$ cat config.mk
export PLATFORM = sky130hd
export DESIGN_NAME = date_sorted_entry_list_flat
export DESIGN_NICKNAME = d
export VERILOG_FILES = /design/src/sv/dsel_pkg.sv /design/src/sv/dsel_if.sv /design/src/sv/date_sorted_entry_list.sv /design/src/sv/dsel_prefix_or.sv /design/src/sv/dsel_cell.sv /design/src/flat_wrapper.sv
export SDC_FILE = /design/constraint.sdc
export NUM_CORES = 2
export LEC_CHECK = 0
export BUFFER_PORTS_ARGS = -buffer_cell sky130_fd_sc_hd__buf_4
export CAP_MARGIN = 20
export CORE_ASPECT_RATIO = 0.5
export CORE_MARGIN = 5
export CORE_UTILIZATION = 46
export CTS_BUF_LIST = sky130_fd_sc_hd__clkbuf_2
export DETAILED_ROUTE_END_ITERATION = 10
export GPL_ROUTABILITY_DRIVEN = 0
export GPL_TIMING_DRIVEN = 0
export PLACE_DENSITY = 0.71
export SLEW_MARGIN = 20
export SYNTH_ARGS = -nofsm -noshare
export SYNTH_HDL_FRONTEND = slang
export SYNTH_SLANG_ARGS = --single-unit
$ cat constraint.sdc
create_clock -name clk -period 13.19 [get_ports clk]
set_input_delay 3.2975 -clock clk [delete_from_list [all_inputs] [get_ports clk]]
set_output_delay 3.2975 -clock clk [all_outputs]
set_load 0.01 [all_outputs]
$ cat src/sv/dsel_pkg.sv
// dsel_pkg: widths, codes and shared types of the date sorted entry list
// no dependencies; compiled first
package dsel_pkg;

    localparam int unsigned DEPTH_DEFAULT = 16;
    localparam int unsigned OPC_W         = 2;
    localparam int unsigned DATE_W        = 31;
    localparam int unsigned NUM_W         = 16;
    localparam int unsigned STATUS_W      = 3;

    typedef enum logic [OPC_W-1:0] {
        OP_INSERT = 2'd0,
        OP_REMOVE = 2'd1,
        OP_LIST   = 2'd2
    } opcode_t;

    typedef enum logic [STATUS_W-1:0] {
        ST_DONE      = 3'd0,
        ST_FULL      = 3'd1,
        ST_NOT_FOUND = 3'd2,
        ST_ENTRY     = 3'd3,
        ST_EMPTY     = 3'd4
    } status_t;

    typedef enum logic {
        S_IDLE = 1'b0,
        S_LIST = 1'b1
    } state_t;

    typedef enum logic [1:0] {
        CMD_HOLD   = 2'd0,
        CMD_INSERT = 2'd1,
        CMD_REMOVE = 2'd2,
        CMD_ROTATE = 2'd3
    } cell_cmd_t;

    typedef struct packed {
        logic              valid;
        logic [DATE_W-1:0] date;
        logic [NUM_W-1:0]  number;
    } entry_t;

    typedef struct packed {
        cell_cmd_t         cmd;
        logic [DATE_W-1:0] date;
        logic [NUM_W-1:0]  number;
    } cell_ctrl_t;

endpackage

$ cat src/sv/dsel_if.sv
// dsel_in_if and dsel_out_if: valid/ready channels of the entry list
// depends on dsel_pkg
interface dsel_in_if;
    logic                          valid;
    logic                          ready;
    logic [dsel_pkg::OPC_W-1:0]    opcode;
    logic [dsel_pkg::DATE_W-1:0]   entry_date;
    logic [dsel_pkg::NUM_W-1:0]    item_number;

    modport source (output valid, output opcode, output entry_date, output item_number,
                    input ready);
    modport sink   (input valid, input opcode, input entry_date, input item_number,
                    output ready);
endinterface

interface dsel_out_if;
    logic                          valid;
    logic                          ready;
    logic [dsel_pkg::STATUS_W-1:0] status;
    logic [dsel_pkg::DATE_W-1:0]   out_date;
    logic [dsel_pkg::NUM_W-1:0]    out_number;
    logic                          last;

    modport source (output valid, output status, output out_date, output out_number,
                    output last, input ready);
    modport sink   (input valid, input status, input out_date, input out_number,
                    input last, output ready);
endinterface

$ cat src/sv/date_sorted_entry_list.sv
// date_sorted_entry_list: top level, chain of entry cells with control and result register
// depends on dsel_pkg, dsel_if, dsel_cell and dsel_prefix_or
//
// Usage
//   in_ch  (sink): opcode, entry_date, item_number; a beat is taken on valid && ready.
//     insert keeps entries in ascending date, a new entry ahead of equal dates;
//     remove deletes the first entry with a matching item number; list emits all.
//   out_ch (source): status, out_date, out_number, last; one beat per result.
//   Insert and remove compare in every cell at once and finish in the accept
//   cycle; their result beat is valid in the next cycle. An item with opcode
//   three is taken and gives no beat.
//   A list is taken in its accept cycle, then gives one beat per cycle while
//   out_ch is free, as the chain rotates its entries past the head cell; the
//   next item is taken once the last beat is loaded. An empty list gives one beat.
//   Throughput is one item per cycle for insert and remove while out_ch is ready,
//   set by the single result register; a list is bounded by the one-entry head read.
//   Reset empties the list at once; no clearing pass is needed.
//   When out_ch stalls the result register holds and in_ch.ready drops until
//   the register is free; a list pauses its rotation meanwhile.
module date_sorted_entry_list #(
    parameter int unsigned DEPTH = dsel_pkg::DEPTH_DEFAULT
) (
    input  logic              clk,
    input  logic              rst_n,
    dsel_in_if.sink           in_ch,
    dsel_out_if.source        out_ch
);
    import dsel_pkg::*;

    localparam int unsigned CW = $clog2(DEPTH + 1);

    entry_t           cells [DEPTH];
    logic [DEPTH-1:0] keep_vec;
    logic [DEPTH-1:0] match_vec;
    logic [DEPTH-1:0] seen_vec;
    logic [DEPTH-1:0] valid_vec;
    cell_ctrl_t       ctrl;

    state_t            state_reg, state_next;
    logic [CW-1:0]     count_reg, count_next;
    logic [CW-1:0]     idx_reg, idx_next;
    logic              out_valid_reg, out_valid_next;
    logic [STATUS_W-1:0] out_status_reg, out_status_next;
    logic [DATE_W-1:0] out_date_reg, out_date_next;
    logic [NUM_W-1:0]  out_number_reg, out_number_next;
    logic              out_last_reg, out_last_next;

    logic out_free;
    logic in_fire;
    logic emit;
    logic full;
    logic found;
    logic list_last;

    for (genvar i = 0; i < DEPTH; i++)
    begin : g_cell
        entry_t left_i;
        entry_t right_i;
        logic   left_keep_i;

        if (i == 0)
        begin : g_first
            assign left_i      = '0;
            assign left_keep_i = 1'b1;
        end
        else
        begin : g_mid
            assign left_i      = cells[i-1];
            assign left_keep_i = keep_vec[i-1];
        end

        if (i == DEPTH - 1)
        begin : g_end
            assign right_i = '0;
        end
        else
        begin : g_inner
            assign right_i = cells[i+1];
        end

        dsel_cell u_cell (
            .clk       (clk),
            .rst_n     (rst_n),
            .ctrl      (ctrl),
            .left      (left_i),
            .left_keep (left_keep_i),
            .right     (right_i),
            .head      (cells[0]),
            .seen      (seen_vec[i]),
            .cur       (cells[i]),
            .keep      (keep_vec[i]),
            .match     (match_vec[i])
        );

        assign valid_vec[i] = cells[i].valid;
    end

    dsel_prefix_or #(
        .N (DEPTH)
    ) u_prefix (
        .req  (match_vec),
        .seen (seen_vec)
    );

    assign full      = cells[DEPTH-1].valid;
    assign found     = seen_vec[DEPTH-1];
    assign out_free  = !out_valid_reg || out_ch.ready;
    assign in_ch.ready = (state_reg == S_IDLE) && out_free;
    assign in_fire   = in_ch.valid && in_ch.ready;
    assign list_last = (idx_reg == (count_reg - CW'(1)));

    always_comb
    begin
        state_next      = state_reg;
        count_next      = count_reg;
        idx_next        = idx_reg;
        ctrl.cmd        = CMD_HOLD;
        ctrl.date       = in_ch.entry_date;
        ctrl.number     = in_ch.item_number;
        emit            = 1'b0;
        out_status_next = ST_DONE;
        out_date_next   = '0;
        out_number_next = '0;
        out_last_next   = 1'b1;

        unique case (state_reg)
            S_IDLE:
            begin
                if (in_fire)
                begin
                    case (in_ch.opcode)
                        OP_INSERT:
                        begin
                            emit = 1'b1;
                            if (full)
                            begin
                                out_status_next = ST_FULL;
                            end
                            else
                            begin
                                ctrl.cmd   = CMD_INSERT;
                                count_next = count_reg + CW'(1);
                            end
                        end
                        OP_REMOVE:
                        begin
                            emit = 1'b1;
                            if (found)
                            begin
                                ctrl.cmd   = CMD_REMOVE;
                                count_next = count_reg - CW'(1);
                            end
                            else
                            begin
                                out_status_next = ST_NOT_FOUND;
                            end
                        end
                        OP_LIST:
                        begin
                            if (count_reg == '0)
                            begin
                                emit            = 1'b1;
                                out_status_next = ST_EMPTY;
                            end
                            else
                            begin
                                idx_next   = '0;
                                state_next = S_LIST;
                            end
                        end
                        default:
                        begin
                        end
                    endcase
                end
            end
            S_LIST:
            begin
                if (out_free)
                begin
                    emit            = 1'b1;
                    ctrl.cmd        = CMD_ROTATE;
                    out_status_next = ST_ENTRY;
                    out_date_next   = cells[0].date;
                    out_number_next = cells[0].number;
                    out_last_next   = list_last;
                    idx_next        = idx_reg + CW'(1);
                    if (list_last)
                    begin
                        state_next = S_IDLE;
                    end
                end
            end
            default:
            begin
                state_next = S_IDLE;
            end
        endcase

        if (emit)
        begin
            out_valid_next = 1'b1;
        end
        else if (out_ch.ready)
        begin
            out_valid_next = 1'b0;
        end
        else
        begin
            out_valid_next = out_valid_reg;
        end
    end

    always_ff @(posedge clk or negedge rst_n)
    begin
        if (!rst_n)
        begin
            state_reg     <= S_IDLE;
            count_reg     <= '0;
            idx_reg       <= '0;
            out_valid_reg <= 1'b0;
        end
        else
        begin
            state_reg     <= state_next;
            count_reg     <= count_next;
            idx_reg       <= idx_next;
            out_valid_reg <= out_valid_next;
        end
    end

    always_ff @(posedge clk)
    begin
        if (emit)
        begin
            out_status_reg <= out_status_next;
            out_date_reg   <= out_date_next;
            out_number_reg <= out_number_next;
            out_last_reg   <= out_last_next;
        end
    end

    assign out_ch.valid      = out_valid_reg;
    assign out_ch.status     = out_status_reg;
    assign out_ch.out_date   = out_date_reg;
    assign out_ch.out_number = out_number_reg;
    assign out_ch.last       = out_last_reg;

    a_count_matches_cells: assert property (@(posedge clk) disable iff (!rst_n)
        $countones(valid_vec) == int'(count_reg))
        else $error("entry count differs from occupied cells");

    a_count_bounded: assert property (@(posedge clk) disable iff (!rst_n)
        count_reg <= CW'(DEPTH))
        else $error("entry count above depth");

    a_list_blocks_input: assert property (@(posedge clk) disable iff (!rst_n)
        (state_reg == S_LIST) |-> !in_ch.ready)
        else $error("input taken during list");

    a_insert_grows: assert property (@(posedge clk) disable iff (!rst_n)
        (in_fire && (in_ch.opcode == OP_INSERT) && !full)
            |=> (count_reg == $past(count_reg) + CW'(1)))
        else $error("insert did not add an entry");

    a_list_ends_last: assert property (@(posedge clk) disable iff (!rst_n)
        ($fell(state_reg == S_LIST)) |-> (out_valid_reg && out_last_reg))
        else $error("list finished without last beat");
endmodule

$ cat src/sv/dsel_prefix_or.sv
// dsel_prefix_or: log-depth prefix OR, seen[i] = OR of req[0..i]
// no package dependency
module dsel_prefix_or #(
    parameter int unsigned N = 16
) (
    input  logic [N-1:0] req,
    output logic [N-1:0] seen
);
    localparam int unsigned LEVELS = (N > 1) ? $clog2(N) : 1;

    wire [N-1:0] stage [0:LEVELS];

    assign stage[0] = req;

    for (genvar l = 0; l < LEVELS; l++)
    begin : g_level
        for (genvar i = 0; i < N; i++)
        begin : g_bit
            if (i >= (1 << l))
            begin : g_or
                assign stage[l+1][i] = stage[l][i] | stage[l][i-(1 << l)];
            end
            else
            begin : g_pass
                assign stage[l+1][i] = stage[l][i];
            end
        end
    end

    assign seen = stage[LEVELS];
endmodule

$ cat src/sv/dsel_cell.sv
// dsel_cell: one slot of the sorted chain, holds one entry
// depends on dsel_pkg; neighbours are wired by the top level
module dsel_cell (
    input  logic                 clk,
    input  logic                 rst_n,
    input  dsel_pkg::cell_ctrl_t ctrl,
    input  dsel_pkg::entry_t     left,
    input  logic                 left_keep,
    input  dsel_pkg::entry_t     right,
    input  dsel_pkg::entry_t     head,
    input  logic                 seen,
    output dsel_pkg::entry_t     cur,
    output logic                 keep,
    output logic                 match
);
    import dsel_pkg::*;

    logic              valid_reg, valid_next;
    logic [DATE_W-1:0] date_reg, date_next;
    logic [NUM_W-1:0]  number_reg, number_next;

    assign cur   = '{valid: valid_reg, date: date_reg, number: number_reg};
    assign keep  = valid_reg && (date_reg < ctrl.date);
    assign match = valid_reg && (number_reg == ctrl.number);

    always_comb
    begin
        valid_next  = valid_reg;
        date_next   = date_reg;
        number_next = number_reg;
        unique case (ctrl.cmd)
            CMD_HOLD:
            begin
            end
            CMD_INSERT:
            begin
                if (!keep)
                begin
                    if (left_keep)
                    begin
                        valid_next  = 1'b1;
                        date_next   = ctrl.date;
                        number_next = ctrl.number;
                    end
                    else
                    begin
                        valid_next  = left.valid;
                        date_next   = left.date;
                        number_next = left.number;
                    end
                end
            end
            CMD_REMOVE:
            begin
                if (seen)
                begin
                    valid_next  = right.valid;
                    date_next   = right.date;
                    number_next = right.number;
                end
            end
            CMD_ROTATE:
            begin
                if (valid_reg)
                begin
                    if (right.valid)
                    begin
                        date_next   = right.date;
                        number_next = right.number;
                    end
                    else
                    begin
                        date_next   = head.date;
                        number_next = head.number;
                    end
                end
            end
            default:
            begin
            end
        endcase
    end

    always_ff @(posedge clk or negedge rst_n)
    begin
        if (!rst_n)
        begin
            valid_reg <= 1'b0;
        end
        else
        begin
            valid_reg <= valid_next;
        end
    end

    always_ff @(posedge clk)
    begin
        date_reg   <= date_next;
        number_reg <= number_next;
    end
endmodule
$ cat src/flat_wrapper.sv
// flat-port wrapper written by rule: the top's interface ports become plain ports
module date_sorted_entry_list_flat import dsel_pkg::*;
#(
    parameter int unsigned DEPTH = dsel_pkg::DEPTH_DEFAULT
)
  (clk, rst_n, in_ch_valid, in_ch_opcode, in_ch_entry_date, in_ch_item_number, in_ch_ready, out_ch_valid, out_ch_status, out_ch_out_date, out_ch_out_number, out_ch_last, out_ch_ready);
  dsel_in_if in_ch_i ();
  dsel_out_if out_ch_i ();
  input  logic clk;
  input  logic rst_n;
  input wire logic [$bits(in_ch_i.valid)-1:0] in_ch_valid;
  input wire logic [$bits(in_ch_i.opcode)-1:0] in_ch_opcode;
  input wire logic [$bits(in_ch_i.entry_date)-1:0] in_ch_entry_date;
  input wire logic [$bits(in_ch_i.item_number)-1:0] in_ch_item_number;
  output wire logic [$bits(in_ch_i.ready)-1:0] in_ch_ready;
  output wire logic [$bits(out_ch_i.valid)-1:0] out_ch_valid;
  output wire logic [$bits(out_ch_i.status)-1:0] out_ch_status;
  output wire logic [$bits(out_ch_i.out_date)-1:0] out_ch_out_date;
  output wire logic [$bits(out_ch_i.out_number)-1:0] out_ch_out_number;
  output wire logic [$bits(out_ch_i.last)-1:0] out_ch_last;
  input wire logic [$bits(out_ch_i.ready)-1:0] out_ch_ready;
  assign in_ch_i.valid = in_ch_valid;
  assign in_ch_i.opcode = in_ch_opcode;
  assign in_ch_i.entry_date = in_ch_entry_date;
  assign in_ch_i.item_number = in_ch_item_number;
  assign in_ch_ready = in_ch_i.ready;
  assign out_ch_valid = out_ch_i.valid;
  assign out_ch_status = out_ch_i.status;
  assign out_ch_out_date = out_ch_i.out_date;
  assign out_ch_out_number = out_ch_i.out_number;
  assign out_ch_last = out_ch_i.last;
  assign out_ch_i.ready = out_ch_ready;
  date_sorted_entry_list #(.DEPTH(DEPTH)) u_core (.clk(clk), .rst_n(rst_n), .in_ch(in_ch_i), .out_ch(out_ch_i));
endmodule
==> out/summary.txt <==
Run status: completed
Fin nets: 6,952
Largest register FFs: 496
Hold_sp: u_core.idx_reg[0]
Largest net degree at the start of global routing: 48
Peak supply drop: 0.0001311 V
Final std cells w/o fill: 8,375
Die ar.: 0.1456 mm²
Drt first pass iters: 6
First-pass GRT wire length: 341,800 µm
Mapped Area: 0.06333 mm²
Sw power: 10.65 mW
Max Cap Violations: 0
Post-DP HPWL: 185,000 µm
LEAKAGE: 26.71 nW
Slowest CP cell: a2111oi_2
Critical path data arrival time: 10,410 ps
Vias in the first global route: 54.23k
Flop2flop setup slack: 5670 ps
Total CTS buffers: 210
Post-synth top area cell: edfxtp_1
Worst Tran Pin Value: 1237 ps
Total grt overflow: 0
Synth cell types: 74
Cell with the most instances on the worst path: buf_2
Synthesized net count: 6,572
Number of enable flip-flop cells after synthesis: 803
Internal: 10.97 mW
Slew margin rel.: 17.51%
Share of the synthesized area in the top cell type: 38.08%
# hold bufs at CTS: 0
Total power: 21.61 mW
Sw frac: 49.27%
Seq pwr share: 32.9%
Final Hold Fails: 0
Final setup TNS: 0 ps
WS Path Type: in -> reg
Fillers: 12.58k
RSZ-0062 raised after global routing: no
I/O Buffers: 105
P&R area growth vs syn: 8.907%
Vias: 56.65k
Vias per cell: 6.765
Fin crit share: 68.53%
Worst stage delay on the critical path: 920 ps
Synthesized instance count: 6,032
Starting Density: 46.25%
# H-tree levels: 4
I/O pin count: 106
Die width: 534.7 µm
Crit Path Max Fanout: 10
Logic pwr share: 58.4%
Critical Path RT: 14,560 ps
Max Clock Skew: 124.8 ps
CTS tree: yes
Die Y: 272.4 µm
CTS clk-pin slew, worst paths: 110 ps
Most frequent cell after synthesis: edfxtp_1
Worst R2R Start: u_core.g_cell[14].u_cell.valid_reg
DRT Wirelength: 233,900 µm
Synth warnings: 0
Startpoint types: input pin
Main synth FF type: edfxtp_1
FFs w/ async S/R, synth: 3.369%
CTS Buffer Depth: 3
Min cycle time layout: 9039 ps
Power per cell area: 313.4 mW/mm²
Most frequent cells after synthesis: edfxtp_1 (803), mux2i_1 (583), ha_1 (487)
Clock power frac: 8.6%
Site Rows: 96
Reg2reg path depth: 19
Post-CTS Setup Bufs: 0
Cells after DPL: 8,009
Clk Latency, worst-skew pair: 1730 ps
Mean post-synth cell area: 10.50 µm²
Hold EP: u_core.idx_reg[0]
Seq/Total Area, Yosys: 39.18%
Layout Utilization: 50.37%
CTS root buf: clkbuf_2
Seq cells post-synth: 831
Core Area: 0.1369 mm²
Layout cells sized above 1: 16.39%
Placement Cell Area: 0.06714 mm²
Hold Crit Class: reg -> reg
Wire per inst: 27.93 µm
Crit-path cells: buf_4 > buf_4 > buf_2 > xor2_1 > nor3_1 > a22oi_1 > o211ai_1 > nor4_4 > and2b_4 > o21ai_0 > ha_1 > clkbuf_1 > clkbuf_1 > buf_6 > clkbuf_1 > a2111oi_2 > buf_2 > buf_2 > buf_2 > buf_2 > buf_2
Final setup violation count: 0
Max Slew Vio Count: 0
Peak Freq: 110.6 MHz
CP Capture Type: flip-flop
Post-CTS Resized: 0
Reg-to-Reg End: u_core.g_cell[1].u_cell.date_reg[15]
Total GRT Usage: 30.62%
DR iter-0 viols: 9,075
Antenna viol nets, final: 0
Hold path depth: 1
Clock sinks: 831
Initial antenna violation count: 6
Ranking of synthesized cells by area: edfxtp_1 (38%), ha_1 (9.6%), mux2i_1 (9.2%), mux2_2 (7.8%), a22oi_1 (5.2%)
Design area: 0.06897 mm²
DRC: 0
-- per-layer routing --
metal,routed length [µm],global-route usage [%]
met3,28930,8.007
met2,99990,45.60
met1,93700,41.36
met5,7,0
met4,11280,14.92
-- worst max-delay path, delay by kind of cell --
| kind | cells | cell delay (ps) |
|---|---|---|
| AOI/OAI and AO/OA | 4 | 2110 |
| buffers and inverters | 12 | 3380 |
| adders and majority gates | 1 | 230 |
| and+or+nand+nor | 3 | 1090 |
| xor gates and xnor gates | 1 | 250 |
-- kinds of logic (layout without fill, tap and decap cells) --
| family | after synthesis | in the layout | share of synthesized area [%] |
|---|---|---|---|
| muxes | 1019 | 1019 | 16.97 |
| AOI/OAI and AO/OA | 1723 | 1723 | 18.30 |
| buffers and inverters | 598 | 1118 | 3.930 |
| xor gates and xnor gates | 266 | 266 | 3.679 |
| other | 0 | 10 | 0 |
| adders and majority gates | 487 | 487 | 9.622 |
| and+or+nand+nor | 1108 | 1108 | 8.314 |
| DFF | 831 | 831 | 39.18 |
-- how the worst max path moves through the flow --
stage | to | slack, ps | start | depth (start not counted)
2_1_floorplan | u_core.g_cell[1].u_cell.date_reg[0] | -760 | in_ch_item_number[15] | 15
3_3_place_gp | u_core.g_cell[2].u_cell.date_reg[15] | -7280 | in_ch_item_number[13] | 15
3_5_place_dp | u_core.g_cell[1].u_cell.date_reg[16] | 2660 | in_ch_item_number[13] | 21
4_1_cts | u_core.g_cell[1].u_cell.date_reg[15] | 4480 | in_ch_item_number[13] | 21
5_1_grt | u_core.g_cell[1].u_cell.date_reg[15] | 4110 | in_ch_item_number[13] | 21
6_report | u_core.g_cell[1].u_cell.date_reg[15] | 4150 | in_ch_item_number[13] | 21
-- power groups by stage --
stage / logic [mW] / registers (mW) / clock network [mW]
after global routing: 13.4 / 7.22 / 1.99
after global placement: 11.3 / 7.35 / 0
final: 12.6 / 7.12 / 1.86
after floorplan: 8.20 / 6.68 / 0
after detailed placement: 12.0 / 7.08 / 0
after CTS: 12.1 / 7.02 / 1.85
-- layout make-up --
| type | count | area (µm²) | share of cell area, % |
|---|---|---|---|
| Timing Repair Buffer | 168 | 1411 | 2.046 |
| Inverter | 53 | 198.9 | 0.2885 |
| Antenna cell | 10 | 25.02 | 0.03628 |
| Clock buffer | 321 | 1607 | 2.329 |
| Tap cell | 1813 | 2268 | 3.289 |
| Buffer | 545 | 2295 | 3.327 |
| Clock inverter | 31 | 155.1 | 0.2250 |
| Sequential cell | 831 | 24810 | 35.98 |
| Multi-Input combinational cell | 4603 | 36190 | 52.48 |
-- cell usage in the layout, fill, tap and decap left out, types with 39 or more instances in the layout --
cell type,instances
o311ai_0,90
mux2_2,436
a21oi_1,213
nand2_1,464
buf_4,160
o221ai_1,182
xnor2_1,159
a21o_1,86
clkbuf_1,402
clkbuf_2,325
edfxtp_1,803
buf_2,79
nand3_1,197
mux2i_1,583
ha_1,487
and3_1,54
o21ai_0,478
a22oi_1,439
nor2_1,130
xor2_1,107
buf_1,39
o211ai_1,66
inv_1,53
nand4_1,99
-- per-stage QoR --
step	setup WS, ps	hold WS [ps]
after CTS	4476	572.3
after global placement	-7278	548.3
after detailed placement	2660	557.3
final	4151	570.9
after global routing	4112	595.0
after floorplan	-764.5	502.8
Note: power is estimated with default switching activity, not from simulation.
